`src/rtl/core/fps_pkg.sv`:
```
// Shared types, constants and the four-point weighting function for the
// curve subdivider. No dependencies.
package fps_pkg;

  localparam int MAX_LEVELS = 4;
  localparam int COORD_BITS = 24;
  localparam int SUM_BITS = COORD_BITS + 6;
  localparam int POINT_BITS = 3 * COORD_BITS;
  localparam int TDATA_BITS = ((POINT_BITS + 7) / 8) * 8;
  localparam int LEVEL_BITS = 3;

  // Emission kinds, one bit each, emitted lowest bit first.
  localparam logic [3:0] EMIT_MID1 = 4'b0001;
  localparam logic [3:0] EMIT_PASSC = 4'b0010;
  localparam logic [3:0] EMIT_MID2 = 4'b0100;
  localparam logic [3:0] EMIT_PASSX = 4'b1000;
  localparam logic [3:0] EMIT_NONE = 4'b0000;

  // Register indexes on the configuration port.
  localparam logic [2:0] ADDR_LEVEL_COUNT = 3'd0;
  localparam logic [2:0] ADDR_METHOD_ENABLE = 3'd4;

  typedef logic [2:0][COORD_BITS-1:0] point_t;

  typedef struct packed {
    point_t pt;
    logic   last;
  } item_t;

  // Per coordinate: floor((-a + 9b + 9c - d) / 16), saturated.
  function automatic point_t four_point(point_t a, point_t b, point_t c, point_t d);
    logic signed [SUM_BITS-1:0] ea;
    logic signed [SUM_BITS-1:0] eb;
    logic signed [SUM_BITS-1:0] ec;
    logic signed [SUM_BITS-1:0] ed;
    logic signed [SUM_BITS-1:0] s;
    logic signed [SUM_BITS-1:0] q;
    logic signed [SUM_BITS-1:0] hi;
    logic signed [SUM_BITS-1:0] lo;
    point_t r;
    hi = SUM_BITS'({1'b0, {(COORD_BITS - 1){1'b1}}});
    lo = -hi - SUM_BITS'(1);
    for (int k = 0; k < 3; k++) begin
      ea = SUM_BITS'(signed'(a[k]));
      eb = SUM_BITS'(signed'(b[k]));
      ec = SUM_BITS'(signed'(c[k]));
      ed = SUM_BITS'(signed'(d[k]));
      s = (eb <<< 3) + eb + (ec <<< 3) + ec - ea - ed;
      q = s >>> 4;
      if (q > hi) begin
        r[k] = hi[COORD_BITS-1:0];
      end else if (q < lo) begin
        r[k] = lo[COORD_BITS-1:0];
      end else begin
        r[k] = q[COORD_BITS-1:0];
      end
    end
    return r;
  endfunction

endpackage

```
`src/rtl/core/fps_cell.sv`:
```
// One refinement level: a three-point window, fill count and an emission
// sequencer with an output register. Depends on fps_pkg.
module fps_cell import fps_pkg::*; (
  input  logic  clk,
  input  logic  rst,
  input  logic  bypass,
  input  logic  in_valid,
  output logic  in_ready,
  input  item_t in_item,
  output logic  out_valid,
  input  logic  out_ready,
  output item_t out_item
);

  point_t w0, w1, w2;
  logic [1:0] fill;
  point_t ra, rb, rc, rx;
  logic rlast;
  logic [3:0] pend;
  logic ovalid;
  item_t odata;

  logic [3:0] sel;
  logic load;
  logic [3:0] pend_after;
  logic acc;
  logic [3:0] plan;
  item_t emit;
  point_t oa, ob, oc, od;

  assign sel = pend & (~pend + 4'd1);
  assign load = (pend != EMIT_NONE) && (!ovalid || out_ready);
  assign pend_after = load ? (pend & ~sel) : pend;
  assign in_ready = (pend_after == EMIT_NONE);
  assign acc = in_valid && in_ready;

  always_comb begin
    if (bypass || fill == 2'd0) begin
      plan = EMIT_PASSX;
    end else if (fill == 2'd1) begin
      plan = in_item.last ? (EMIT_MID2 | EMIT_PASSX) : EMIT_NONE;
    end else begin
      plan = EMIT_MID1 | EMIT_PASSC | (in_item.last ? (EMIT_MID2 | EMIT_PASSX) : EMIT_NONE);
    end
  end

  always_comb begin
    oa = ra;
    ob = rb;
    oc = rc;
    od = rx;
    emit.pt = rx;
    emit.last = 1'b0;
    case (sel)
      EMIT_MID1: begin
        emit.pt = four_point(oa, ob, oc, od);
      end
      EMIT_PASSC: begin
        emit.pt = rc;
      end
      EMIT_MID2: begin
        oa = rb;
        ob = rc;
        oc = rx;
        emit.pt = four_point(oa, ob, oc, od);
      end
      EMIT_PASSX: begin
        emit.last = rlast;
      end
      default: begin
        emit.last = 1'b0;
      end
    endcase
  end

  always_ff @(posedge clk) begin
    if (rst) begin
      fill <= 2'd0;
      pend <= EMIT_NONE;
      ovalid <= 1'b0;
    end else begin
      if (load) begin
        ovalid <= 1'b1;
        odata <= emit;
      end else if (out_ready) begin
        ovalid <= 1'b0;
      end
      if (acc) begin
        pend <= plan;
        ra <= (fill == 2'd2) ? w1 : w0;
        rb <= (fill == 2'd1) ? w2 : w1;
        rc <= w2;
        rx <= in_item.pt;
        rlast <= in_item.last;
        if (!bypass) begin
          if (in_item.last) begin
            fill <= 2'd0;
          end else begin
            w0 <= w1;
            w1 <= w2;
            w2 <= in_item.pt;
            fill <= (fill == 2'd3) ? 2'd3 : fill + 2'd1;
          end
        end
      end else begin
        pend <= pend_after;
      end
    end
  end

  assign out_valid = ovalid;
  assign out_item = odata;

  a_busy_blocks : assert property (@(posedge clk) disable iff (rst)
    ($countones(pend) >= 2) |-> !in_ready)
    else $error("cell accepted while several beats remained");
  a_bypass_plan : assert property (@(posedge clk) disable iff (rst)
    (acc && bypass) |=> (pend == EMIT_PASSX))
    else $error("bypassed item not planned as a single pass beat");
  a_last_clears : assert property (@(posedge clk) disable iff (rst)
    (acc && !bypass && in_item.last) |=> (fill == 2'd0))
    else $error("fill not cleared after last point");
  a_out_holds : assert property (@(posedge clk) disable iff (rst)
    (ovalid && !out_ready) |=> (ovalid && $stable(odata)))
    else $error("stalled output beat changed");

endmodule

```
`config.mk`:
```
export PLATFORM = sky130hd
export DESIGN_NAME = fps_cell
export DESIGN_NICKNAME = d
export VERILOG_FILES = /design/src/rtl/core/fps_pkg.sv /design/src/rtl/core/fps_cell.sv
export SDC_FILE = /design/constraint.sdc
export NUM_CORES = 2
export LEC_CHECK = 0
export ABC_AREA = 1
export BUFFER_PORTS_ARGS = -buffer_cell sky130_fd_sc_hd__buf_2
export CAP_MARGIN = 20
export CORE_UTILIZATION = 40
export CTS_BUF_LIST = sky130_fd_sc_hd__clkbuf_16
export DETAILED_ROUTE_END_ITERATION = 8
export GPL_TIMING_DRIVEN = 0
export PLACE_DENSITY_LB_ADDON = 0.12
export SYNTH_ARGS = -nofsm -noshare
export SYNTH_HDL_FRONTEND = slang
export SYNTH_SLANG_ARGS = --single-unit
export TNS_END_PERCENT = 1
```
`constraint.sdc`:
```
create_clock -name clk -period 50.3 [get_ports clk]
set_input_delay 2.515 -clock clk [delete_from_list [all_inputs] [get_ports clk]]
set_output_delay 2.515 -clock clk [all_outputs]
set_load 0.01 [all_outputs]
```
==> run summary <==
Post-CTS resize count: 0
Worst EP arrival: 3.88 ns
Vias in the first global route: 35,600
Total track usage: 22.9%
FF+latch area: 17,500 um^2
Max Cap Viol: 0
HPWL Detailed: 117,000 um
Hold Fails Final Rpt: 0
Top FF cell, synth: edfxtp_1
Number of synthesized flops with an enable pin: 578
Leakage: 26.6 nW
CP Capture Type: output pin
Synth unique cells: 48
CP Capture Point: in_ready
Clock Sinks: 585
Layout area overhead: 11.3%
Io pins: 153
Vias: 34,700
R2R Setup Slk: 45.07 ns
Synth warn: 0
Die area: 125,000 um^2
Layout cell share with drive strength beyond 1: 7.33%
Rows: 128
Multi-input logic area: 26,200 um^2
RSZ-0062 raised after global routing: no
Crit path time final: 6.40 ns
Syn avg cell area: 9.15 um^2
N_diodes: 0
Final Util: 45.0%
Worst EP required: 47.78 ns
Final Max Tran Viols: 0
Worst-Margin Slew: 1.13 ns
Asr flop ratio synth: 0%
Status: finished clean
Finish-stage setup viols: 0
Top post-synthesis cells by area: edfxtp_1, fa_1, inv_1
Worst Setup SP: out_ready
Post-DRT Antenna Nets: 0
Syn nets: 6,276
Slew margin rel.: 24.8%
Synth top area share: 35.1%
Synth Cell Area: 49,400 um^2
Setup repair bufs after CTS: 0
FF-to-FF Start: od[23]
Initial antenna violation count: 18
Via-to-Cell Ratio: 4.74
Drt pass-1 iters: 6
Die W: 353 um
Die Y-Extent: 353 um
CTS clk-pin slew, worst paths: 0.06 ns
Clk_lat worst skew: 0.67 ns
CP Launch Type: primary input
Max Freq: 0.156 GHz
Final Cycle Share: 12.7%
Root Buffer: clkbuf_16
Synth top cells by count: inv_1, nand2_1, fa_1
Synthesis-stage register bit count: 585
DR iter-0 viols: 2,321
Global-route wire length before repair: 214,000 um
Initial Util: 40.4%
Worst r2r dst: out_item[22]
Seq/Total Area, Yosys: 35.4%
Worst Path Class, Setup: primary input to output pin
Max VDD drop: 0.0266 mV
WL final: 139,000 um
Clk buf depth: 3
Pwr/cell area: 46.0 nW/um^2
Core Area: 122,000 um^2
CTS tree: yes
Skew final: 0.0205 ns
Worst-path fanout max: 4
Setup TNS Final: 0 ns
Fill count: 12,100
Worst Hold Class: flip-flop to flip-flop
Synth area leader: edfxtp_1
Routability congestion estimate: 0.916
Cells after synthesis: 5,397
GRT Residual Overflow: 0
Reg2Reg Depth: 18
Most numerous cell in the Yosys netlist: inv_1
Total CTS buffers: 68
Largest net degree at the start of global routing: 49
Final #Nets: 6,530
Final routed DRC violation total: 0
Routed len/inst: 19.0 um
PortBufs: 151
CTS HTree Levels: 3
Cts hold-fix bufs: 0
-- final cells by class --
cell class / count / share of cell area, %
Timing Repair Buffer: 184 / 2.29
Buffer: 78 / 0.769
Tap cell: 1625 / 3.70
Multi-Input combinational cell: 3323 / 47.6
Clock buffer: 70 / 3.19
Sequential cell: 585 / 31.8
Inverter: 1411 / 9.64
Clock inverter: 49 / 0.938
-- cells in the final DEF, fill, tap and decap left out, drive strengths merged, types with 91 or more instances in the layout --
master	n
inv	1427
fa	603
edfxtp	578
nand2	1399
nor2	311
a21oi	255
clkbuf	120
nand3	91
o21ai	117
ha	198
buf	212
-- state kept, by name, summed over array words and instances, names as in the netlist --
signal,flops
rc,72
rlast,1
ra,72
fill,2
out_item,73
rb,72
w2,72
od,72
out_valid,1
pend,4
w0,72
w1,72
-- power by group --
part	total, mW	switching, mW	internal (mW)	leakage, nW
combinational	1.45	0.940	0.515	20.1
clock	0.503	0.210	0.293	1.13
sequential	0.571	0.0179	0.554	5.40
-- worst min path at each step --
stage	startpoint	to	slack (ns)	cells after the start
after floorplan	w1[0]	w0[0]	0.43	0
after global placement	w1[15]	w0[15]	0.43	0
after detailed placement	w1[48]	w0[48]	0.43	0
after CTS	w1[58]	w0[58]	0.44	0
after global routing	w1[5]	w0[5]	0.44	0
final	w1[5]	w0[5]	0.44	0
-- critical path: stages --
cell and delay (ns):
buf_2 0.10, nor2_1 0.54, inv_1 0.16, a21oi_1 0.16
inv_1 0.06, nand3_1 0.09, nor2_2 0.09, buf_2 0.16
-- per-layer routing --
layer / share of wire, % / vias up / GRT usage (%)
met5: 0.088 / - / 0
met2: 45 / 691 / 35.4
met4: 2.1 / 16 / 5.33
li1: - / 16900 / -
met1: 47 / 16900 / 33.0
met3: 5.7 / 154 / 4.52
-- stage by stage --
stage	hold WS, ns	setup slack, ns	instance area, um^2	std cells	power (mW)
2_1_floorplan	0.426	31.34	49400	5397	1.65
3_3_place_gp	0.429	21.68	52200	7173	2.03
3_5_place_dp	0.432	43.93	52700	7206	2.02
4_1_cts	0.439	43.92	55000	7325	2.54
5_1_grt	0.442	43.81	55000	7325	2.76
6_report	0.443	43.90	55000	7325	2.53
-- cells by family (layout without fill, tap and decap cells) --
logic type / Yosys count / in the layout / synth area share [%]
AOI/OAI and AO/OA: 447 / 447 / 5.06
adders and majority gates: 801 / 801 / 29.5
buffers and inverters: 1489 / 1792 / 11.6
and+or+nand+nor: 1959 / 1959 / 16.4
DFF: 585 / 585 / 35.4
muxes: 2 / 2 / 0.0456
xor gates and xnor gates: 114 / 114 / 2.02
(Power assumes the default switching activity.)
